**config.mk**
```make
export PLATFORM = sky130hd
export DESIGN_NAME = uvs_div_cell
export DESIGN_NICKNAME = d
export VERILOG_FILES = /design/src/hw/rtl/uvs_pkg.sv /design/src/hw/rtl/uvs_div_cell.sv
export SDC_FILE = /design/constraint.sdc
export NUM_CORES = 1
export LEC_CHECK = 0
export ABC_CLOCK_PERIOD_IN_PS = 6900
export CAP_MARGIN = 10
export CORE_UTILIZATION = 40
export CTS_BUF_LIST = sky130_fd_sc_hd__clkbuf_4
export DETAILED_ROUTE_END_ITERATION = 16
export DONT_BUFFER_PORTS = 1
export GPL_TIMING_DRIVEN = 1
export SKIP_LAST_GASP = 1
export SLEW_MARGIN = 25
export SYNTH_ARGS = -nofsm -noshare
export SYNTH_HDL_FRONTEND = slang
export SYNTH_SLANG_ARGS = --single-unit
```
**constraint.sdc**
```tcl
create_clock -name clock -period 6.9 [get_ports clock]
set_clock_uncertainty 0.1 [all_clocks]
set_input_delay 1.38 -clock clock [delete_from_list [all_inputs] [get_ports clock]]
set_output_delay 1.38 -clock clock [all_outputs]
set_load 0.02 [all_outputs]
```
**src/hw/rtl/uvs_pkg.sv**
```systemverilog
// ---------------------------------------------------------------------------
// uvs_pkg: shared types and constants of the uv sphere vertex generator
// Field widths, register codes, cordic gain and arctangent table.
// ---------------------------------------------------------------------------
package uvs_pkg;

   localparam int IDX_W          = 11;
   localparam int RAD_W          = 16;
   localparam int POS_W          = 17;
   localparam int CSR_W          = 16;
   localparam int CSR_IDX_W      = 2;
   localparam int ANGLE_BITS_DEF = 16;
   localparam int MAX_SEGMENTS   = 1024;
   localparam int CORDIC_STEPS   = 28;
   localparam int XY_W           = 33;
   localparam int Z_W            = 34;

   localparam logic signed [XY_W-1:0] CORDIC_GAIN = XY_W'(652032874);

   localparam logic [RAD_W-1:0] RADIUS_RESET = RAD_W'(256);
   localparam logic [IDX_W-1:0] LAT_RESET    = IDX_W'(16);
   localparam logic [IDX_W-1:0] LON_RESET    = IDX_W'(32);

   // configuration register indexes
   typedef enum logic [CSR_IDX_W-1:0] {
      REG_RADIUS = 2'd0,
      REG_LAT    = 2'd1,
      REG_LON    = 2'd2
   } reg_index_type;

   // control carried alongside every pipeline stage
   typedef struct packed {
      logic valid;
      logic err;
   } ctl_type;

   // atan(2^-i) in units of 2^-32 turn
   function automatic logic signed [Z_W-1:0] atan_turn(input int step);
      logic signed [Z_W-1:0] v;
      unique case (step)
         0:  v = Z_W'(536870912);
         1:  v = Z_W'(316933406);
         2:  v = Z_W'(167458907);
         3:  v = Z_W'(85004756);
         4:  v = Z_W'(42667331);
         5:  v = Z_W'(21354465);
         6:  v = Z_W'(10679838);
         7:  v = Z_W'(5340245);
         8:  v = Z_W'(2670163);
         9:  v = Z_W'(1335087);
         10: v = Z_W'(667544);
         11: v = Z_W'(333772);
         12: v = Z_W'(166886);
         13: v = Z_W'(83443);
         14: v = Z_W'(41722);
         15: v = Z_W'(20861);
         16: v = Z_W'(10430);
         17: v = Z_W'(5215);
         18: v = Z_W'(2608);
         19: v = Z_W'(1304);
         20: v = Z_W'(652);
         21: v = Z_W'(326);
         22: v = Z_W'(163);
         23: v = Z_W'(81);
         24: v = Z_W'(41);
         25: v = Z_W'(20);
         26: v = Z_W'(10);
         27: v = Z_W'(5);
         default: v = '0;
      endcase
      return v;
   endfunction

endpackage

```
**src/hw/rtl/uvs_div_cell.sv**
```systemverilog
// ---------------------------------------------------------------------------
// uvs_div_cell: one restoring division step for both angles
// Shifts one numerator bit into the remainder and one quotient bit out.
// ---------------------------------------------------------------------------
module uvs_div_cell #(
   parameter int QB = 17,
   parameter int DW = 12
) (
   input  logic             clock,
   input  logic             reset,
   input  logic             en,
   input  uvs_pkg::ctl_type ctl_in,
   input  logic [DW-1:0]    div_t,
   input  logic [DW-1:0]    div_p,
   input  logic [DW-1:0]    rem_t_in,
   input  logic [QB-1:0]    low_t_in,
   input  logic [DW-1:0]    rem_p_in,
   input  logic [QB-1:0]    low_p_in,
   output uvs_pkg::ctl_type ctl_out,
   output logic [DW-1:0]    rem_t_out,
   output logic [QB-1:0]    low_t_out,
   output logic [DW-1:0]    rem_p_out,
   output logic [QB-1:0]    low_p_out
);
   import uvs_pkg::*;

   ctl_type       ctl_ff;
   logic [DW-1:0] rem_t_ff, rem_t_in_w, rem_p_ff, rem_p_in_w;
   logic [QB-1:0] low_t_ff, low_t_in_w, low_p_ff, low_p_in_w;
   logic [DW:0]   trial_t, trial_p;
   logic          q_t, q_p;

   // compare and subtract on both lanes
   always_comb begin
      trial_t    = {rem_t_in, low_t_in[QB-1]};
      trial_p    = {rem_p_in, low_p_in[QB-1]};
      q_t        = (trial_t >= {1'b0, div_t});
      q_p        = (trial_p >= {1'b0, div_p});
      rem_t_in_w = q_t ? DW'(trial_t - {1'b0, div_t}) : trial_t[DW-1:0];
      rem_p_in_w = q_p ? DW'(trial_p - {1'b0, div_p}) : trial_p[DW-1:0];
      low_t_in_w = {low_t_in[QB-2:0], q_t};
      low_p_in_w = {low_p_in[QB-2:0], q_p};
   end

   always_ff @(posedge clock) begin
      if (reset) begin
         ctl_ff <= '0;
      end else if (en) begin
         ctl_ff <= ctl_in;
      end
   end

   always_ff @(posedge clock) begin
      if (en) begin
         rem_t_ff <= rem_t_in_w;
         rem_p_ff <= rem_p_in_w;
         low_t_ff <= low_t_in_w;
         low_p_ff <= low_p_in_w;
      end
   end

   assign ctl_out   = ctl_ff;
   assign rem_t_out = rem_t_ff;
   assign low_t_out = low_t_ff;
   assign rem_p_out = rem_p_ff;
   assign low_p_out = low_p_ff;

endmodule

```
Yosys cells after proc, flatten, opt, wreduce, memory -nomap -nowiden. Index checks and enable logic that the tools add are counted.

Output and inout bits: 60. Input bits: 87. Register bits: 60. Word-level logic and storage cells: 12.

Order comparisons: 2. Add/sub/neg operators: 2. Multiplexer cells: 2.

Operators with widths (count): >= comparator 13 x 12 -> 1 bit (2); 2-to-1 mux 12 bit (2); subtractor 12 bit (2).

Longest topological paths before layout.
Depth in word-level cells: 2. Gate-level depth with buffers: 10.

Worst setup path before layout. No wires, ideal clock.

Kind: input to register. From: input div_p[1]. To: register rem_p_ff[10] (netlist: rem_p_out[10]), data pin. Arrival: 3.334 ns. Buffers on the path: 1. Setup time: 0.262 ns. Setup slack: 3.203 ns. Cell stages on the path: 10. Path through: inv_1 ha_1 nor2b_1 o31a_1 nor3_2 o21a_2 a21oi_2 a2111oi_4 buf_6 mux2_1.

Cells in the longest elaborated chain, start to end: 2.

RTL lines: from (decl) (RTL line uvs_div_cell.sv:14) `input logic [DW-1:0] div_p,`; subtractor 12 bit / >= comparator 13 x 12 -> 1 bit (equally long branches) (RTL line uvs_div_cell.sv:40, uvs_div_cell.sv:38); 2-to-1 mux 12 bit (*) (RTL line uvs_div_cell.sv:40) `rem_p_in_w = q_p ? DW'(trial_p - {1'b0, div_p}) : trial_p[DW-1:0];`; via rem_p_in_w[10] (RTL line uvs_div_cell.sv:28) `logic [DW-1:0] rem_t_ff, rem_t_in_w, rem_p_ff, rem_p_in_w;`; to (signal assigned) (RTL line uvs_div_cell.sv:56) `rem_p_ff <= rem_p_in_w;`; to (decl) (RTL line uvs_div_cell.sv:28).

The timed path passes the listed nets; every way through them passes the cells marked *. A chain may end at the register's enable or synchronous reset.

Worst setup path in the final report.
From: input div_t[1]. To: register rem_t_ff[2] (netlist: rem_t_out[2]), data pin.

Cells in the longest elaborated chain, start to end: 2.

RTL lines: from (decl) (RTL line uvs_div_cell.sv:13) `input logic [DW-1:0] div_t,`; subtractor 12 bit / >= comparator 13 x 12 -> 1 bit (equally long branches) (RTL line uvs_div_cell.sv:39, uvs_div_cell.sv:37); 2-to-1 mux 12 bit (*) (RTL line uvs_div_cell.sv:39) `rem_t_in_w = q_t ? DW'(trial_t - {1'b0, div_t}) : trial_t[DW-1:0];`; via rem_t_in_w[2] (RTL line uvs_div_cell.sv:28); to (signal assigned) (RTL line uvs_div_cell.sv:55) `rem_t_ff <= rem_t_in_w;`; to (decl) (RTL line uvs_div_cell.sv:28).

Marked as above.

==> qor.yml <==
synthesis:
  yosys.area_share.adder_pct: 10.24
  synth_top_family_by_area: "compound AO/OA/AOI/OAI gates"
  synth_area_per_cell_um2: 12.93
  synth_compound_area_share_pct: 11.48
  synth_seq_area_share_pct: 53.61
  syn-num-nets: 370
  synth-simple-area-share_pct: 6.928
  async_flop_share_pct: 0
  netlist_area_um2: 3323
  ys_types: 40
  syn_inst: 257
  synth_mux_area_share_pct: 9.375
  synth-warning-count: 0
  yosys_most_used_dff: "edfxtp_1"
  synth_xor_xnor_area_share_pct: 3.953
  synth-seq-cells: 60
  synth_edf_count: 58
final_layout:
  n_antenna_cell: 0
  fin_nets: 381
  layout-drive-gt1-share_pct: 14.29
  area_growth_pct: 9.224
  multi_input_area_um2: 1395
  fill_cells: 723
  fin_cells: 375
  register_area_um2: 1782
critical_path:
  worstPathRequired_ps: 6950
  cp-start-kind: "primary input"
  critPathKind: "in2reg"
  cp.arrival_ps: 3690
  r2r_setup_slack_ps: 6080
  path_max_fanout: 9
  end_kind: "register"
  reg2reg_from: "ctl_out[0]"
  r2r_cells: 2
  reg2reg_to: "ctl_out[0]"
global_routing:
  grt_pass1_wl_mm: 10.38
  met2_usage_pct: 25.43
  grt_max_degree: 61
  use_met1_pct: 19.50
  antenna_found_initial: 0
  grt_busiest_layer: "met2"
  grt_pass1_vias: 1999
  grtUsageMet3_pct: 6.179
  grt_overflow: 0
  grt_usage_pct: 16.11
placement:
  post-place-ws_ps: 2654
  gp_congestion: 0.8193
  post-dp-hpwl_mm: 5.127
  dp.cells: 358
  port_buffers: 0
floorplan:
  start_util_pct: 42.13
  num_rows: 32
  ios: 147
  die_h_um: 93.15
  die-area_um2: 8677
  core_um2: 7888
  die_x_um: 93.15
cts:
  cts_sinks: 60
  post_cts_buffers: 0
  worstSkewPairLatency_ps: 380
  cts-hold-fix-buffers: 0
  h-tree-depth: 3
  clockBufferDepth: 2
  tritoncts: "yes"
  cts_inserted_buffers: 9
  post_cts_resized: 0
  clk_pin_slew_ps: 110
  root_buffer: "clkbuf_4"
sta:
  timing.setup.tns_ps: 0
  post-route-period-util_pct: 52.85
  final.min_clock_period_ps: 3647
  rsz0062_at_grt: "false"
  tightest_slew_ps: 618.8
  maxSlewViolCount: 0
  setup_slack_ps: 3253
  slew_headroom_pct: 58.50
  holdWs_ps: 521.6
  fmax_mhz: 274.2
  hold_viol: 0
  setup_violations: 0
min_path:
  hold_class: "reg2reg"
  holdPathStages: 2
  min_from: "ctl_out[1]"
  hold_end: "ctl_out[1]"
detailed_routing:
  wl_mm: 6.842
  routedWlPerCell_um: 18.25
  drt_iter0_markers: 65
  vias_per_cell: 5.341
  drtPass1Iterations: 4
  ant_nets: 0
  drc: 0
  vias: 2003
power_and_ir_drop:
  peakVddDrop_mv: 0.1060
  power.total_mw: 0.9887
  power_density_nw_per_um2: 272.4
  p_leak_nw: 1.469
job:
  max_cap_violations: 0
status:
  outcome: "completed"
## flip-flops by register name, summed over array words and instances, names as in the netlist
signal     flops
rem_t_out     12
low_p_out     17
rem_p_out     12
low_t_out     17
ctl_out        2
## placed cells by master (no fill, tap or decap), types with 4 or more instances in the layout
cell type | synthesis | final
inv_1 | 33 | 33
mux2_2 | 6 | 6
ha_1 | 24 | 24
edfxtp_1 | 58 | 58
a21o_1 | 6 | 6
a21oi_1 | 14 | 14
nand2_1 | 4 | 4
nor2b_1 | 5 | 5
mux2_4 | 7 | 7
o21ai_0 | 7 | 7
nand3_1 | 6 | 6
nor2_1 | 13 | 13
clkbuf_4 | 0 | 9
o21a_1 | 4 | 4
xor2_1 | 6 | 6
xnor2_1 | 9 | 9
mux2i_1 | 6 | 6
nor3_1 | 4 | 4
mux2_1 | 7 | 7
## cells in the mapped netlist, types with 3 or more instances
master,instances,area [um^2]
nand4_1,3,18.77
edfxtp_1,58,1742
o21bai_1,3,22.52
nor3_1,4,20.02
a21oi_1,14,70.07
o31a_1,3,26.28
nor2b_1,5,31.28
xor2_1,6,52.55
nor2_1,13,48.80
o21a_1,4,30.03
nand3_1,6,30.03
o21ai_0,7,35.03
ha_1,24,300.3
mux2_1,7,78.83
nand2b_1,3,18.77
xnor2_1,9,78.83
mux2i_1,6,60.06
inv_1,33,123.9
a21o_1,6,45.04
mux2_2,6,67.56
mux2_4,7,105.1
nand2_1,4,15.01
## final cells by class
cell class / instances / share of cell area (%)
repair buffers: 2 / 0.5171
clock inverters: 7 / 3.171
clock buffers: 9 / 1.861
inverters: 33 / 3.413
well taps: 102 / 3.516
multi-input cells: 162 / 38.44
flip-flops and latches: 60 / 49.09
## worst max path at each step
stage / startpoint / end / slack (ps) / cells after the start
2_1_floorplan: div_p[1] / rem_p_out[10] / 3200 / 10
3_3_place_gp: div_p[1] / rem_p_out[3] / 2740 / 9
3_5_place_dp: div_p[1] / rem_p_out[3] / 2650 / 9
4_1_cts: div_p[1] / rem_p_out[3] / 3100 / 9
5_1_grt: div_t[1] / rem_t_out[3] / 3150 / 10
6_report: div_t[1] / rem_t_out[2] / 3250 / 10
## power by group
group / leakage [nW] / total [mW] / switching, mW / internal (mW)
Clock: 0.0936 / 0.319 / 0.137 / 0.182
Sequential: 0.585 / 0.519 / 0.0664 / 0.452
Combinational: 0.791 / 0.151 / 0.0738 / 0.0774
## critical path: stages
cell     delay (ps)
inv_1            20
ha_1            270
nor2b_1         180
o31a_1          170
o21ai_1         100
and2_1          210
o21a_1          120
o31ai_2         550
buf_4           320
mux2_2          360
## per-layer routing
metal | up-vias | share of wire [%]
met4 | 0 | 0.86
met1 | 920 | 45
met5 | - | 0
li1 | 972 | -
met2 | 104 | 46
met3 | 7 | 7.7
## logic make-up (layout without fill, tap and decap cells)
| group | Yosys count | in the layout |
|---|---|---|
| and+or+nand+nor | 45 | 45 |
| AOI/OAI and AO/OA | 50 | 50 |
| buffers and inverters | 35 | 51 |
| muxes | 26 | 26 |
| DFF | 60 | 60 |
| adders and majority gates | 26 | 26 |
| xor gates and xnor gates | 15 | 15 |
## metrics by stage
step | area [um^2] | util [%]
final | 3630 | 46.02
after global routing | 3630 | 46.02
after CTS | 3618 | 45.88
after detailed placement | 3436 | 43.56
after global placement | 3436 | 43.56
after floorplan | 3323 | -
Power figures use the tool's default switching activity.
