==> src/hw/rtl/uvs_pkg.sv <==
// ---------------------------------------------------------------------------
// uvs_pkg: shared types and constants of the uv sphere vertex generator
// Field widths, register codes, cordic gain and arctangent table.
// ---------------------------------------------------------------------------
package uvs_pkg;

   localparam int IDX_W          = 11;
   localparam int RAD_W          = 16;
   localparam int POS_W          = 17;
   localparam int CSR_W          = 16;
   localparam int CSR_IDX_W      = 2;
   localparam int ANGLE_BITS_DEF = 16;
   localparam int MAX_SEGMENTS   = 1024;
   localparam int CORDIC_STEPS   = 28;
   localparam int XY_W           = 33;
   localparam int Z_W            = 34;

   localparam logic signed [XY_W-1:0] CORDIC_GAIN = XY_W'(652032874);

   localparam logic [RAD_W-1:0] RADIUS_RESET = RAD_W'(256);
   localparam logic [IDX_W-1:0] LAT_RESET    = IDX_W'(16);
   localparam logic [IDX_W-1:0] LON_RESET    = IDX_W'(32);

   // configuration register indexes
   typedef enum logic [CSR_IDX_W-1:0] {
      REG_RADIUS = 2'd0,
      REG_LAT    = 2'd1,
      REG_LON    = 2'd2
   } reg_index_type;

   // control carried alongside every pipeline stage
   typedef struct packed {
      logic valid;
      logic err;
   } ctl_type;

   // atan(2^-i) in units of 2^-32 turn
   function automatic logic signed [Z_W-1:0] atan_turn(input int step);
      logic signed [Z_W-1:0] v;
      unique case (step)
         0:  v = Z_W'(536870912);
         1:  v = Z_W'(316933406);
         2:  v = Z_W'(167458907);
         3:  v = Z_W'(85004756);
         4:  v = Z_W'(42667331);
         5:  v = Z_W'(21354465);
         6:  v = Z_W'(10679838);
         7:  v = Z_W'(5340245);
         8:  v = Z_W'(2670163);
         9:  v = Z_W'(1335087);
         10: v = Z_W'(667544);
         11: v = Z_W'(333772);
         12: v = Z_W'(166886);
         13: v = Z_W'(83443);
         14: v = Z_W'(41722);
         15: v = Z_W'(20861);
         16: v = Z_W'(10430);
         17: v = Z_W'(5215);
         18: v = Z_W'(2608);
         19: v = Z_W'(1304);
         20: v = Z_W'(652);
         21: v = Z_W'(326);
         22: v = Z_W'(163);
         23: v = Z_W'(81);
         24: v = Z_W'(41);
         25: v = Z_W'(20);
         26: v = Z_W'(10);
         27: v = Z_W'(5);
         default: v = '0;
      endcase
      return v;
   endfunction

endpackage

==> src/hw/rtl/uvs_cordic_cell.sv <==
// ---------------------------------------------------------------------------
// uvs_cordic_cell: one cordic rotation step for both angles
// Rotates the vector by +-atan(2^-STEP) toward a zero residual angle.
// ---------------------------------------------------------------------------
module uvs_cordic_cell #(
   parameter int STEP = 0
) (
   input  logic                             clock,
   input  logic                             reset,
   input  logic                             en,
   input  uvs_pkg::ctl_type                 ctl_in,
   input  logic [1:0]                       flip_in,
   input  logic signed [uvs_pkg::XY_W-1:0]  x_in [2],
   input  logic signed [uvs_pkg::XY_W-1:0]  y_in [2],
   input  logic signed [uvs_pkg::Z_W-1:0]   z_in [2],
   output uvs_pkg::ctl_type                 ctl_out,
   output logic [1:0]                       flip_out,
   output logic signed [uvs_pkg::XY_W-1:0]  x_out [2],
   output logic signed [uvs_pkg::XY_W-1:0]  y_out [2],
   output logic signed [uvs_pkg::Z_W-1:0]   z_out [2]
);
   import uvs_pkg::*;

   localparam logic signed [Z_W-1:0] ATAN = atan_turn(STEP);

   ctl_type               ctl_ff;
   logic [1:0]            flip_ff;
   logic signed [XY_W-1:0] x_ff [2];
   logic signed [XY_W-1:0] y_ff [2];
   logic signed [Z_W-1:0]  z_ff [2];
   logic signed [XY_W-1:0] x_in_w [2];
   logic signed [XY_W-1:0] y_in_w [2];
   logic signed [Z_W-1:0]  z_in_w [2];

   // rotation direction from the sign of the residual angle
   always_comb begin
      for (int k = 0; k < 2; k++) begin
         if (!z_in[k][Z_W-1]) begin
            x_in_w[k] = x_in[k] - (y_in[k] >>> STEP);
            y_in_w[k] = y_in[k] + (x_in[k] >>> STEP);
            z_in_w[k] = z_in[k] - ATAN;
         end else begin
            x_in_w[k] = x_in[k] + (y_in[k] >>> STEP);
            y_in_w[k] = y_in[k] - (x_in[k] >>> STEP);
            z_in_w[k] = z_in[k] + ATAN;
         end
      end
   end

   always_ff @(posedge clock) begin
      if (reset) begin
         ctl_ff <= '0;
      end else if (en) begin
         ctl_ff <= ctl_in;
      end
   end

   always_ff @(posedge clock) begin
      if (en) begin
         flip_ff <= flip_in;
         for (int k = 0; k < 2; k++) begin
            x_ff[k] <= x_in_w[k];
            y_ff[k] <= y_in_w[k];
            z_ff[k] <= z_in_w[k];
         end
      end
   end

   assign ctl_out  = ctl_ff;
   assign flip_out = flip_ff;
   assign x_out    = x_ff;
   assign y_out    = y_ff;
   assign z_out    = z_ff;

endmodule

==> config.mk <==
export PLATFORM = sky130hd
export DESIGN_NAME = uvs_cordic_cell
export DESIGN_NICKNAME = d
export VERILOG_FILES = /design/src/hw/rtl/uvs_pkg.sv /design/src/hw/rtl/uvs_cordic_cell.sv
export SDC_FILE = /design/constraint.sdc
export NUM_CORES = 1
export LEC_CHECK = 0
export CAP_MARGIN = 5
export CORE_ASPECT_RATIO = 0.75
export CORE_MARGIN = 2
export CORE_UTILIZATION = 40
export CTS_CLUSTER_DIAMETER = 200
export DETAILED_ROUTE_END_ITERATION = 8
export DONT_BUFFER_PORTS = 1
export PLACE_DENSITY_LB_ADDON = 0.25
export SLEW_MARGIN = 20
export SYNTH_ARGS = -nofsm -noshare
export SYNTH_HDL_FRONTEND = slang
export SYNTH_SLANG_ARGS = --single-unit
==> constraint.sdc <==
create_clock -name clock -period 2.75 [get_ports clock]
set_clock_uncertainty 0.1 [all_clocks]
set_input_delay 0.4125 -clock clock [delete_from_list [all_inputs] [get_ports clock]]
set_output_delay 0.4125 -clock clock [all_outputs]
set_load 0.005 [all_outputs]
# --- Word level (Yosys, flattened, before mapping) ---
# Cells that the tools add are included.
totals:
  regBits: 204
  inputBits: 207
  out_inout_bits: 204
op_classes:
  addsub: 10
  n_mux: 6
ops:
  columns: ["operator", "n"]
  rows:
  - ["33-bit two-way mux", 4]
  - ["33-bit subtractor", 4]
  - ["34-bit by 31-bit adder with 34-bit output (second input constant)", 2]
  - ["34-bit two-way mux", 2]
  - ["34-bit by 31-bit subtractor with 34-bit output (second input constant)", 2]
  - ["33-bit adder", 2]

# --- Depth between registers and ports, before layout ---
depth:
  word_depth: 2
  ltp_mapped: 13
  depth_no_buf: 12

# --- Least setup slack after synthesis ---
# No wires, ideal clock.
synth_timing:
  path_kind: "input -> register"
  startpoint: "input x_in[3] (netlist bit)"
  endpoint: "register y_ff (netlist bit y_out[32]) (data pin)"
  setup_time_ns: 0.268
  t_arrival_ns: 2.657
  path_slack_ns: -0.275
  cell_stages: 12
  cell_sequence: "inv_1 > ha_1 > buf_2 > a21o_1 > o21bai_1 > a2111oi_2 > o31ai_2 > a211oi_2 > o21ai_1 > a2111oi_2 > a211oi_1 > xor2_1"
synth_rtl:
  columns: ["element", "line_no", "text"]
  rows:
  - ["start, declared", "uvs_cordic_cell.sv:13", "input logic signed [uvs_pkg::XY_W-1:0] x_in [2],"]
  - ["end signal, assigned by index", "uvs_cordic_cell.sv:63", "y_ff[k] <= y_in_w[k];"]
  - ["end, declared", "uvs_cordic_cell.sv:29", "logic signed [XY_W-1:0] y_ff [2];"]

==> impl_metrics.env <==
export IMPL_drc=0
export IMPL_clockPowerShare=0.258
export IMPL_tightest_slew_ns=0.776
export IMPL_violations="negative hold slack"
export IMPL_p_per_area_mw_per_mm2=474
export IMPL_grt_pass1_wl_um=91600
export IMPL_fp_row_count=66
export IMPL_start_util=0.406
export IMPL_syn_cell_area_mm2=0.0176
export IMPL_synth_edff_count=200
export IMPL_cts_buffers=23
export IMPL_path_clk_slew_ns=0.06
export IMPL_clk_latency_ns=0.52
export IMPL_rsz0062_at_grt="yes"
export IMPL_finalNetCount=2765
export IMPL_period_share=0.981
export IMPL_ys_types=87
export IMPL_max_slew_margin=0.477
export IMPL_min_period_ns=2.70
export IMPL_die_w_um=246
export IMPL_cp_arrival_ns=2.86
export IMPL_ir_drop_v=0.000413
export IMPL_finalSetupViolCount=0
export IMPL_yosysSeqAreaShare=0.343
export IMPL_dp_slack_ns=-0.750
export IMPL_crit_cells=11
export IMPL_htree_levels=1
export IMPL_critical_path_class="input port to register"
export IMPL_crit_chain="inv_2 > ha_1 > or4_4 > o211ai_4 > a221oi_4 > o221ai_1 > a21oi_1 > buf_4 > o31a_1 > o21a_1 > xor2_1"
export IMPL_drtIter0Drc=1329
export IMPL_critical_path_max_stage_delay_ns=0.51
export IMPL_synth_compound_area_frac=0.227
export IMPL_grt_antenna_before_repair=0
export IMPL_max_freq_ghz=0.371
export IMPL_p_int_w=0.00738
export IMPL_combPwrFrac=0.349
export IMPL_end_kind="register"
export IMPL_die_h_um=186
export IMPL_io_pins=411
export IMPL_maxSlewViolCount=0
export IMPL_synthArstFlopShare=0
export IMPL_holdWs_ns=-0.0986
export IMPL_worstPathRequired_ns=2.91
export IMPL_clock_root_buffer="clkbuf_16"
export IMPL_seq_power_share=0.394
export IMPL_num_fill_cells=4125
export IMPL_p_leak_nw=10.1
export IMPL_grt_max_degree=203
export IMPL_synth_simple_gate_area_share=0.116
export IMPL_p_sw_frac=0.326
export IMPL_syn_avg_cell_area_um2=9.09
export IMPL_hp_class="input port to register"
export IMPL_maxCapViolCount=0
export IMPL_finalHoldViolCount=95
export IMPL_route_final_wire_length_um=60900
export IMPL_viasPerCell=5.51
export IMPL_gp_congestion=0.963
export IMPL_io_buffer_count=0
export IMPL_drive_gt1_frac=0.238
export IMPL_post_drt_wl_per_cell_um=20.8
export IMPL_synth_top_flop_cell="edfxtp_1"
export IMPL_die_area_mm2=0.0458
export IMPL_synth_net_count=2366
export IMPL_dr_total_vias=16120
export IMPL_yosysWarnings=0
export IMPL_syn_inst=1937
export IMPL_critical_path_slowest_cell="or4_4"
export IMPL_cts_sinks=202
export IMPL_hold_path_cell_count=0
export IMPL_cts_tree="yes"
export IMPL_synth_seq_cells=202
export IMPL_startpoint_type="input port"
export IMPL_grt_pass1_vias=15976
export IMPL_setup_ws_ns=0.0521
export IMPL_postCtsHoldBufs=66
export IMPL_ant_nets=0
export IMPL_status="complete, but fails checks"
export IMPL_crit_family="compound AO/OA/AOI/OAI gates"
export IMPL_synth_xor_area_frac=0.0651
export IMPL_synthMuxAreaShare=0.0228
export IMPL_core_area_mm2=0.0434
export IMPL_grt_overflow=0
export IMPL_drtPass1Iterations=7
export IMPL_path_buf_inv=2
export IMPL_reg2reg_depth=3
export IMPL_cp_max_fo=4
export IMPL_grt_use_total=0.256
export IMPL_power_switching_w=0.00356
export IMPL_syn_to_final_growth_pct=31.0
export IMPL_dpl_hpwl_um=49700
export IMPL_synth_top_family_by_area="compound AO/OA/AOI/OAI gates"
export IMPL_diodes=0
export IMPL_clk_path_buf_depth=3
export IMPL_synth_adder_area_share=0.161
[stage by stage]
| step | util | total power [W] | area (um2) | TNS (ns) | cells |
|---|---|---|---|---|---|
| finish | 0.531 | 0.0109 | 23100 | 0 | 2927 |
| global route | 0.531 | 0.0115 | 23100 | -0.0498 | 2927 |
| global placement | 0.496 | 0.00796 | 21600 | -24.66 | 2822 |
| floorplan | - | 0.00642 | 18300 | -1.18 | 1937 |
| detailed placement | 0.496 | 0.00800 | 21600 | -26.09 | 2822 |
| CTS | 0.528 | 0.0109 | 22900 | 0 | 2926 |
[power groups by stage]
stage / combinational (W) / sequential (W) / clock [W]
final: 0.00381 / 0.00431 / 0.00282
after global placement: 0.00358 / 0.00438 / 0
after detailed placement: 0.00362 / 0.00438 / 0
after global routing: 0.00414 / 0.00434 / 0.00303
after CTS: 0.00372 / 0.00432 / 0.00290
after floorplan: 0.00222 / 0.00420 / 0
[state kept, by name, indices dropped and copies added, names as in the netlist]
name,count
z_out,68
flip_out,2
x_out,65
ctl_out,2
y_out,65
[layer usage]
metal | vias to the layer above | wire (um) | track usage
met2 | 587 | 28100 | 0.419
met5 | - | 0 | 0
met1 | 7719 | 27000 | 0.355
met3 | 71 | 4060 | 0.0347
li1 | 7743 | - | -
met4 | 0 | 1730 | 0.0704
[cells in the mapped netlist, drive strengths merged (12+ instances only)]
cell / instances / share of area
a211oi: 22 / 0.0097
a31oi: 19 / 0.0071
a21o: 55 / 0.023
ha: 214 / 0.15
edfxtp: 200 / 0.34
mux2i: 39 / 0.022
o211ai: 16 / 0.0076
nand2b: 17 / 0.0060
o21ai: 141 / 0.040
o21a: 12 / 0.0051
nor2b: 24 / 0.0085
inv: 196 / 0.042
nor3: 37 / 0.011
xor2: 26 / 0.013
xnor2: 105 / 0.052
o31ai: 15 / 0.0067
o21bai: 31 / 0.013
nand2: 91 / 0.019
clkbuf: 56 / 0.012
buf: 36 / 0.0098
nor4: 15 / 0.0060
a21oi: 208 / 0.059
nor2: 157 / 0.033
nand3: 24 / 0.0068
nand4: 18 / 0.0064
[path summary, 6_finish.rpt]
| path | endpoint | from | slack [ns] |
|---|---|---|---|
| setup reg to reg | ctl_out[1] | ctl_out[1] | 1.44 |
| hold reg to reg | ctl_out[0] | ctl_out[0] | 0.48 |
| setup / recovery | x_out[64] | x_in[39] | 0.05 |
| hold / removal | x_out[7] | en | -0.1 |
[kinds of logic after synthesis]
family,after synthesis
AND/OR/NAND/NOR,429
buffers and inverters,292
flip-flops,202
AO/OA/AOI/OAI,621
adder cells (fa/ha/maj),222
XOR/XNOR,131
multiplexers,40
[final cells by class]
| class | instances | area (um2) | area share |
|---|---|---|---|
| Clock buffer | 23 | 576 | 0.0249 |
| Clock inverter | 15 | 103 | 0.00445 |
| Inverter | 200 | 793 | 0.0344 |
| Multi-Input combinational cell | 1443 | 11100 | 0.483 |
| Sequential cell | 202 | 6050 | 0.262 |
| Tap cell | 578 | 723 | 0.0313 |
| Timing Repair Buffer | 466 | 3690 | 0.160 |
[timing repair]
action | in CTS | in global routing
hold endpoints to repair | 251 | 124
endpoints found under the setup margin | 7 | 26
setup buffers | 0 | 1
pin swaps | 0 | 6
resized for setup | 7 | 28
gates cloned | 0 | 0
[cell usage in the layout, fill, tap and decap left out, types with 17 or more instances in the layout]
master and count:
a21o_1 55, a21oi_1 198, buf_4 398, clkbuf_16 23
dlygate4sd3_1 66, edfxtp_1 200, ha_1 195, ha_4 17
inv_1 180, mux2i_1 39, nand2_1 91, nand3_1 23
nand4_1 18, nor2_1 155, nor2b_1 20, nor3_1 34
o21ai_0 121, o21bai_1 30, xnor2_1 105, xor2_1 26
(Power assumes the default switching activity.)
