### config.mk
export PLATFORM = sky130hd
export DESIGN_NAME = uvs_scale
export DESIGN_NICKNAME = d
export VERILOG_FILES = /design/src/hw/rtl/uvs_pkg.sv /design/src/hw/rtl/uvs_scale.sv
export SDC_FILE = /design/constraint.sdc
export NUM_CORES = 2
export LEC_CHECK = 0
export BUFFER_PORTS_ARGS = -buffer_cell sky130_fd_sc_hd__buf_4
export CORE_ASPECT_RATIO = 1.75
export CORE_MARGIN = 2
export CORE_UTILIZATION = 50
export CTS_CLUSTER_DIAMETER = 100
export DETAILED_ROUTE_END_ITERATION = 6
export HOLD_SLACK_MARGIN = 0.15
export PLACE_DENSITY = 0.68
export SYNTH_ARGS = -nofsm -noshare
export SYNTH_HDL_FRONTEND = slang
export SYNTH_SLANG_ARGS = --single-unit
### constraint.sdc
create_clock -name clock -period 6.5 [get_ports clock]
set_input_delay 0.65 -clock clock [delete_from_list [all_inputs] [get_ports clock]]
set_output_delay 0.65 -clock clock [all_outputs]
set_load 0.02 [all_outputs]
### src/hw/rtl/uvs_pkg.sv
// ---------------------------------------------------------------------------
// uvs_pkg: shared types and constants of the uv sphere vertex generator
// Field widths, register codes, cordic gain and arctangent table.
// ---------------------------------------------------------------------------
package uvs_pkg;

   localparam int IDX_W          = 11;
   localparam int RAD_W          = 16;
   localparam int POS_W          = 17;
   localparam int CSR_W          = 16;
   localparam int CSR_IDX_W      = 2;
   localparam int ANGLE_BITS_DEF = 16;
   localparam int MAX_SEGMENTS   = 1024;
   localparam int CORDIC_STEPS   = 28;
   localparam int XY_W           = 33;
   localparam int Z_W            = 34;

   localparam logic signed [XY_W-1:0] CORDIC_GAIN = XY_W'(652032874);

   localparam logic [RAD_W-1:0] RADIUS_RESET = RAD_W'(256);
   localparam logic [IDX_W-1:0] LAT_RESET    = IDX_W'(16);
   localparam logic [IDX_W-1:0] LON_RESET    = IDX_W'(32);

   // configuration register indexes
   typedef enum logic [CSR_IDX_W-1:0] {
      REG_RADIUS = 2'd0,
      REG_LAT    = 2'd1,
      REG_LON    = 2'd2
   } reg_index_type;

   // control carried alongside every pipeline stage
   typedef struct packed {
      logic valid;
      logic err;
   } ctl_type;

   // atan(2^-i) in units of 2^-32 turn
   function automatic logic signed [Z_W-1:0] atan_turn(input int step);
      logic signed [Z_W-1:0] v;
      unique case (step)
         0:  v = Z_W'(536870912);
         1:  v = Z_W'(316933406);
         2:  v = Z_W'(167458907);
         3:  v = Z_W'(85004756);
         4:  v = Z_W'(42667331);
         5:  v = Z_W'(21354465);
         6:  v = Z_W'(10679838);
         7:  v = Z_W'(5340245);
         8:  v = Z_W'(2670163);
         9:  v = Z_W'(1335087);
         10: v = Z_W'(667544);
         11: v = Z_W'(333772);
         12: v = Z_W'(166886);
         13: v = Z_W'(83443);
         14: v = Z_W'(41722);
         15: v = Z_W'(20861);
         16: v = Z_W'(10430);
         17: v = Z_W'(5215);
         18: v = Z_W'(2608);
         19: v = Z_W'(1304);
         20: v = Z_W'(652);
         21: v = Z_W'(326);
         22: v = Z_W'(163);
         23: v = Z_W'(81);
         24: v = Z_W'(41);
         25: v = Z_W'(20);
         26: v = Z_W'(10);
         27: v = Z_W'(5);
         default: v = '0;
      endcase
      return v;
   endfunction

endpackage

### src/hw/rtl/uvs_scale.sv
// ---------------------------------------------------------------------------
// uvs_scale: sine and cosine rounding, radius products, final rounding
// Four registered stages from cordic vectors to signed Q8.8 positions.
// ---------------------------------------------------------------------------
module uvs_scale (
   input  logic                             clock,
   input  logic                             reset,
   input  logic                             en,
   input  uvs_pkg::ctl_type                 ctl_in,
   input  logic [1:0]                       flip_in,
   input  logic signed [uvs_pkg::XY_W-1:0]  x_in [2],
   input  logic signed [uvs_pkg::XY_W-1:0]  y_in [2],
   input  logic [uvs_pkg::RAD_W-1:0]        radius,
   output uvs_pkg::ctl_type                 ctl_out,
   output logic signed [uvs_pkg::POS_W-1:0] pos_x,
   output logic signed [uvs_pkg::POS_W-1:0] pos_y,
   output logic signed [uvs_pkg::POS_W-1:0] pos_z
);
   import uvs_pkg::*;

   // round half up to Q1.15 and saturate
   function automatic logic signed [15:0] to_q15(input logic signed [XY_W-1:0] v);
      logic signed [XY_W:0]   sum;
      logic signed [XY_W-15:0] r;
      sum = {v[XY_W-1], v} + (XY_W+1)'(16384);
      r   = sum[XY_W:15];
      if (r > (XY_W-14)'(32767)) begin
         return 16'sd32767;
      end else if (r < -(XY_W-14)'(32768)) begin
         return -16'sd32768;
      end
      return r[15:0];
   endfunction

   ctl_type              ctl1_ff, ctl2_ff, ctl3_ff, ctl4_ff;
   logic signed [15:0]   st_ff, ct_ff, sp_ff, cp_ff;
   logic signed [15:0]   sp2_ff, cp2_ff;
   logic signed [32:0]   rs_ff, ry_ff, ry3_ff;
   logic signed [48:0]   px_ff, pz_ff;
   logic signed [POS_W-1:0] x4_ff, y4_ff, z4_ff;
   logic signed [XY_W-1:0] xt_f, yt_f, xp_f, yp_f;
   logic signed [16:0]   r_s;
   logic signed [48:0]   px_r, pz_r;
   logic signed [32:0]   py_r;

   // undo the half-turn fold
   always_comb begin
      xt_f = flip_in[0] ? -x_in[0] : x_in[0];
      yt_f = flip_in[0] ? -y_in[0] : y_in[0];
      xp_f = flip_in[1] ? -x_in[1] : x_in[1];
      yp_f = flip_in[1] ? -y_in[1] : y_in[1];
      r_s  = {1'b0, radius};
      px_r = px_ff + 49'sd536870912;
      pz_r = pz_ff + 49'sd536870912;
      py_r = ry3_ff + 33'sd16384;
   end

   always_ff @(posedge clock) begin
      if (reset) begin
         ctl1_ff <= '0;
         ctl2_ff <= '0;
         ctl3_ff <= '0;
         ctl4_ff <= '0;
      end else if (en) begin
         ctl1_ff <= ctl_in;
         ctl2_ff <= ctl1_ff;
         ctl3_ff <= ctl2_ff;
         ctl4_ff <= ctl3_ff;
      end
   end

   always_ff @(posedge clock) begin
      if (en) begin
         // stage 1: Q1.15 sine and cosine
         st_ff  <= to_q15(yt_f);
         ct_ff  <= to_q15(xt_f);
         sp_ff  <= to_q15(yp_f);
         cp_ff  <= to_q15(xp_f);
         // stage 2: radius times sin(theta) and cos(theta)
         rs_ff  <= r_s * st_ff;
         ry_ff  <= r_s * ct_ff;
         sp2_ff <= sp_ff;
         cp2_ff <= cp_ff;
         // stage 3: times the azimuth terms
         px_ff  <= rs_ff * cp2_ff;
         pz_ff  <= rs_ff * sp2_ff;
         ry3_ff <= ry_ff;
         // stage 4: round, zero on error
         x4_ff  <= ctl3_ff.err ? '0 : px_r[30+POS_W-1:30];
         y4_ff  <= ctl3_ff.err ? '0 : py_r[15+POS_W-1:15];
         z4_ff  <= ctl3_ff.err ? '0 : pz_r[30+POS_W-1:30];
      end
   end

   assign ctl_out = ctl4_ff;
   assign pos_x   = x4_ff;
   assign pos_y   = y4_ff;
   assign pos_z   = z4_ff;

endmodule

# --- Word-level counts from Yosys, hierarchy flattened ---
# Cells that the tools add are included.
op_classes:
  mul: 4
  muxes: 28
  order_cmp: 8
  addsub: 11
ops:
  columns: ["cell", "count"]
  rows:
  - ["$mux 16", 12]
  - ["$add 33x16->34 const B", 4]
  - ["$mux 33", 4]
  - ["$neg 33->33", 4]
  - ["$add 47x31->47 const B", 2]
  - ["$mul 33x16->47", 2]
  - ["$gt 19x16->1 const B", 4]
  - ["$lt 19x16->1 const B", 4]
  - ["$mul 17x16->33", 1]
  - ["$add 32x16->32 const B", 1]
  - ["$mul 17x16->32", 1]
  - ["$mux 1", 12]
totals:
  register_bits: 346
  wordCells: 73

# --- Longest topological paths before layout ---
depth:
  word_depth: 8
  mapped_depth: 26

# --- Least setup slack after synthesis ---
# Ideal clock, no wire load.
synth_path:
  kind: "reg2reg"
  startpoint: "register cp2_ff[4]"
  endpoint: "register px_ff[42], data pin"
  required_ns: 6.230
  n_path_buf: 1
  setup_ns: 0.270
  synth_period_minus_slack_ns: 6.851
  arrival_time_ns: 6.581
  slack_ns: -0.351
  path_stages_with_launch: 24
  path_cell_list: "edfxtp_1 > clkbuf_1 > and2_1 > fa_1 > inv_1 > fa_1 > fa_1 > inv_1 > fa_1 > fa_1 > inv_1 > fa_1 > inv_1 > ha_1 > and4_1 > a21o_1 > a221oi_1 > o211ai_1 > a31oi_1 > nor2_1 > o41ai_1 > o21ba_2 > nor3_1 > or3b_2"
synth_via:
  elab_chain_len: 1
synth_lines:
  columns: ["element", "line", "source"]
  rows:
  - ["start: declaration", "uvs_scale.sv:37", "logic signed [15:0] sp2_ff, cp2_ff;"]
  - ["start signal: assignment", "uvs_scale.sv:83", "cp2_ff <= cp_ff;"]
  - ["$mul 33x16->47", "uvs_scale.sv:85", "px_ff <= rs_ff * cp2_ff;"]
  - ["end signal: assignment", "uvs_scale.sv:85", null]
  - ["end: declaration", "uvs_scale.sv:39", "logic signed [48:0] px_ff, pz_ff;"]
# Every way passes these cells.
# A chain may end at the register's enable or synchronous reset.

# --- Worst setup path after layout ---
layout_path:
  startpoint: "register sp2_ff[6]"
  endpoint: "register pz_ff[41], data pin"
layout_via:
  elab_chain_len: 1
layout_lines:
  columns: ["element", "line", "source"]
  rows:
  - ["start: declaration", "uvs_scale.sv:37", null]
  - ["start signal: assignment", "uvs_scale.sv:82", "sp2_ff <= sp_ff;"]
  - ["$mul 33x16->47", "uvs_scale.sv:86", "pz_ff <= rs_ff * sp2_ff;"]
  - ["end signal: assignment", "uvs_scale.sv:86", null]
  - ["end: declaration", "uvs_scale.sv:39", null]
# Every way passes these cells.

==> out/metrics.yaml <==
run_status:
  outcome: "finished, violations left"
  violations: "negative setup slack"
cells_and_area:
  final_layout_size_suffix_gt1_frac: 0.149
  num-nets-final: 9425
  stdcell_count: 9136
  synthToLayoutAreaGrowth_pct: 15.7
place:
  buffer_ports.inserted: 207
  hpwl_um: 143000
  place_congestion: 0.925
  dp.cells: 8987
sta:
  worst_slew_pin_slew_ns: 1.03
  fin_tns_setup_ns: -5.93
  rsz0062_at_grt: "true"
  relSlewSlack: 0.313
  setup_viol: 24
  clock.fmax_mhz: 144
  finalHoldViolations: 0
  layout_setup_ws_ns: -0.448
  finalMaxSlewViolations: 0
  period_share: 1.07
  timing.final.crit_period_ns: 6.95
  holdWs_ns: 0.240
  finClkSkew_ns: 0.0298
die:
  die_x_um: 275
  rows: 173
  core_area_sq_um: 127000
  ios: 208
  die_area_sq_um: 131000
  initial_core_util: 0.504
  die_h_um: 477
clock_tree:
  ctsLongestPathBuffers: 3
  clkSinkCount: 260
  cts_tree: "done"
  clock_latency_ns: 0.64
  cts_root_buffer: "clkbuf_16"
  holdBufCountCts: 0
  htreeDepth: 1
  clk_pin_slew_ns: 0.06
  cts_buffers: 28
worst_setup_path:
  crit_family: "adder cells"
  crit_top_cell: "fa_1"
  end_kind: "register"
  path_buf_inv: 9
  required_ns: 6.87
  arrival_ns: 7.32
  cp_slowest_stage_delay_ns: 0.53
  crit_type: "register to register"
  cp_slowest_cell: "fa_1"
  crit_fanout: 4
  start_kind: "register"
yosys:
  syn-instance-count: 6956
  synth_area_per_cell_sq_um: 9.21
  ys_warn_count: 0
  synth-seq-area-share: 0.121
  syn_nets: 8931
  netlist_area_sq_um: 64000
  synth_top_area_frac: 0.424
  ys.flop_type: "edfxtp_1"
  yosysTopAreaCell: "fa_1"
  synth_edf_count: 252
  synthArstFlopShare: 0
  synth.distinct_cells: 81
  ys_ff_latch: 260
  yosys-top-cells-area: "fa_1 (42%), edfxtp_1 (12%), inv_1 (9.8%)"
route:
  vias: 48000
  first_pass_iters: 6
  finalWirelength_um: 170000
  viasPerCell: 5.26
  wl_per_cell_um: 18.6
  drtAntennaViolNets: 0
  drc: 0
  drt_iter0_markers: 2135
global_routing:
  grt_max_degree: 154
  grt_remaining_overflow: 0
  grt.busiest_layer: "met2"
  antenna_found_initial: 3
  met1_usage: 0.269
  grt_util_all_layers: 0.271
  grt_use_met3: 0.0206
  grt_first_pass_wirelength_um: 278000
  first_global_vias: 54700
  grtUsageMet2: 0.540
job:
  max_cap_viol_count: 0
min_path:
  holdCritPathClass: "input pin to register"
[timing repair]
| action | in CTS | in global routing |
|---|---|---|
| pin swaps | 101 | 123 |
| resized for setup | 184 | 134 |
| cloned | 2 | 4 |
| setup endpoints to repair | 38 | 50 |
| buffers inserted | 64 | 40 |
| endpoints found under the hold margin | 0 | 0 |
[path summary, 6_finish.rpt]
path	start	endpoint	slack (ns)	depth (start not counted)
worst max-delay path	sp2_ff[6]	pz_ff[41]	-0.45	27
worst max register to register	sp2_ff[6]	pz_ff[41]	-0.45	27
worst min-delay path	reset	ctl3_ff[0]	0.24	2
worst min register to register	cp_ff[3]	cp2_ff[3]	0.41	0
[per-stage QoR]
stage | util | setup WS (ns) | instance area, sq um
after floorplan | - | -0.0417 | 64100
after global placement | 0.559 | -0.699 | 71000
after detailed placement | 0.559 | -0.737 | 71000
after CTS | 0.577 | -0.473 | 73300
after global routing | 0.583 | -0.635 | 74100
final | 0.583 | -0.448 | 74100
[logic make-up (layout without fill, tap and decap cells)]
logic type | after synthesis | after routing | share of synthesized area
AOI/OAI and AO/OA | 458 | 458 | 0.0463
xor gates and xnor gates | 260 | 260 | 0.0356
adders and majority gates | 1824 | 1824 | 0.515
buffers and inverters | 2008 | 2524 | 0.118
DFF | 260 | 260 | 0.121
muxes | 15 | 15 | 0.00244
other | 0 | 2 | 0
and+or+nand+nor | 2131 | 2131 | 0.162
[state kept, by name, indices dropped and copies added (netlist names), 17 cells and up]
signal / count
rs_ff: 33
px_ff: 18
ry3_ff: 18
pos_x: 17
pos_z: 17
pos_y: 17
pz_ff: 18
ry_ff: 18
[per-layer routing]
| layer | share of wire | wire [um] | vias up |
|---|---|---|---|
| met4 | 0.064 | 10900 | 2 |
| met5 | 0.000059 | 10 | - |
| li1 | - | - | 21700 |
| met2 | 0.58 | 98300 | 1224 |
| met3 | 0.031 | 5300 | 565 |
| met1 | 0.33 | 55800 | 24600 |
[layout make-up]
cell class / count / area (sq um)
Antenna cell: 2 / 5.00
Clock buffer: 33 / 719
Clock inverter: 19 / 213
Fill cell: 10900 / 52900
Inverter: 1666 / 6250
Multi-Input combinational cell: 4688 / 49900
Sequential cell: 260 / 7730
Tap cell: 1662 / 2080
Timing Repair Buffer: 806 / 7250
[Yosys cell counts, drive strengths merged (18+ instances only)]
| master | instances |
|---|---|
| or3 | 24 |
| nand2b | 52 |
| clkbuf | 330 |
| o21a | 19 |
| nand4 | 35 |
| nand2 | 978 |
| o21ai | 138 |
| nor2 | 206 |
| nor2b | 19 |
| ha | 463 |
| a21o | 45 |
| inv | 1665 |
| and4 | 18 |
| a21oi | 92 |
| and2 | 608 |
| a31oi | 24 |
| edfxtp | 252 |
| or2 | 18 |
| xor2 | 97 |
| nor4 | 18 |
| xnor2 | 163 |
| o31ai | 18 |
| nor3 | 42 |
| and3 | 22 |
| fa | 1357 |
| nand3 | 55 |
[layout by cell type, fill, tap and decap left out, types with 17 or more instances in the layout]
master     synthesis  final
or2_2             18     17
ha_1             463    436
nor3_1            42     41
clkbuf_16          0     32
nor2_1           206    201
buf_6              2     42
o21ai_1            9     18
edfxtp_1         252    252
buf_12             0     71
and3_1            22     19
o21a_1            19     19
nand2b_1          52     52
a31oi_1           24     22
inv_1           1665   1627
buf_4              1    681
and2_1           608    580
o31ai_1           17     17
nand3_1           55     53
o21ai_0          128    114
or3_1             23     23
a21o_1            45     45
xnor2_1          163    151
fa_2               0     46
xor2_1            97     95
nand2_1          978    972
nand4_1           35     35
nor2b_1           19     19
nor4_1            18     18
a21oi_1           92     79
inv_2              0     38
and2_4             0     28
and4_1            18     17
ha_4               0     26
fa_1            1357   1311
Power is not shown: default switching activity piles up to over one toggle a cycle in this logic, so the estimate is an artifact.
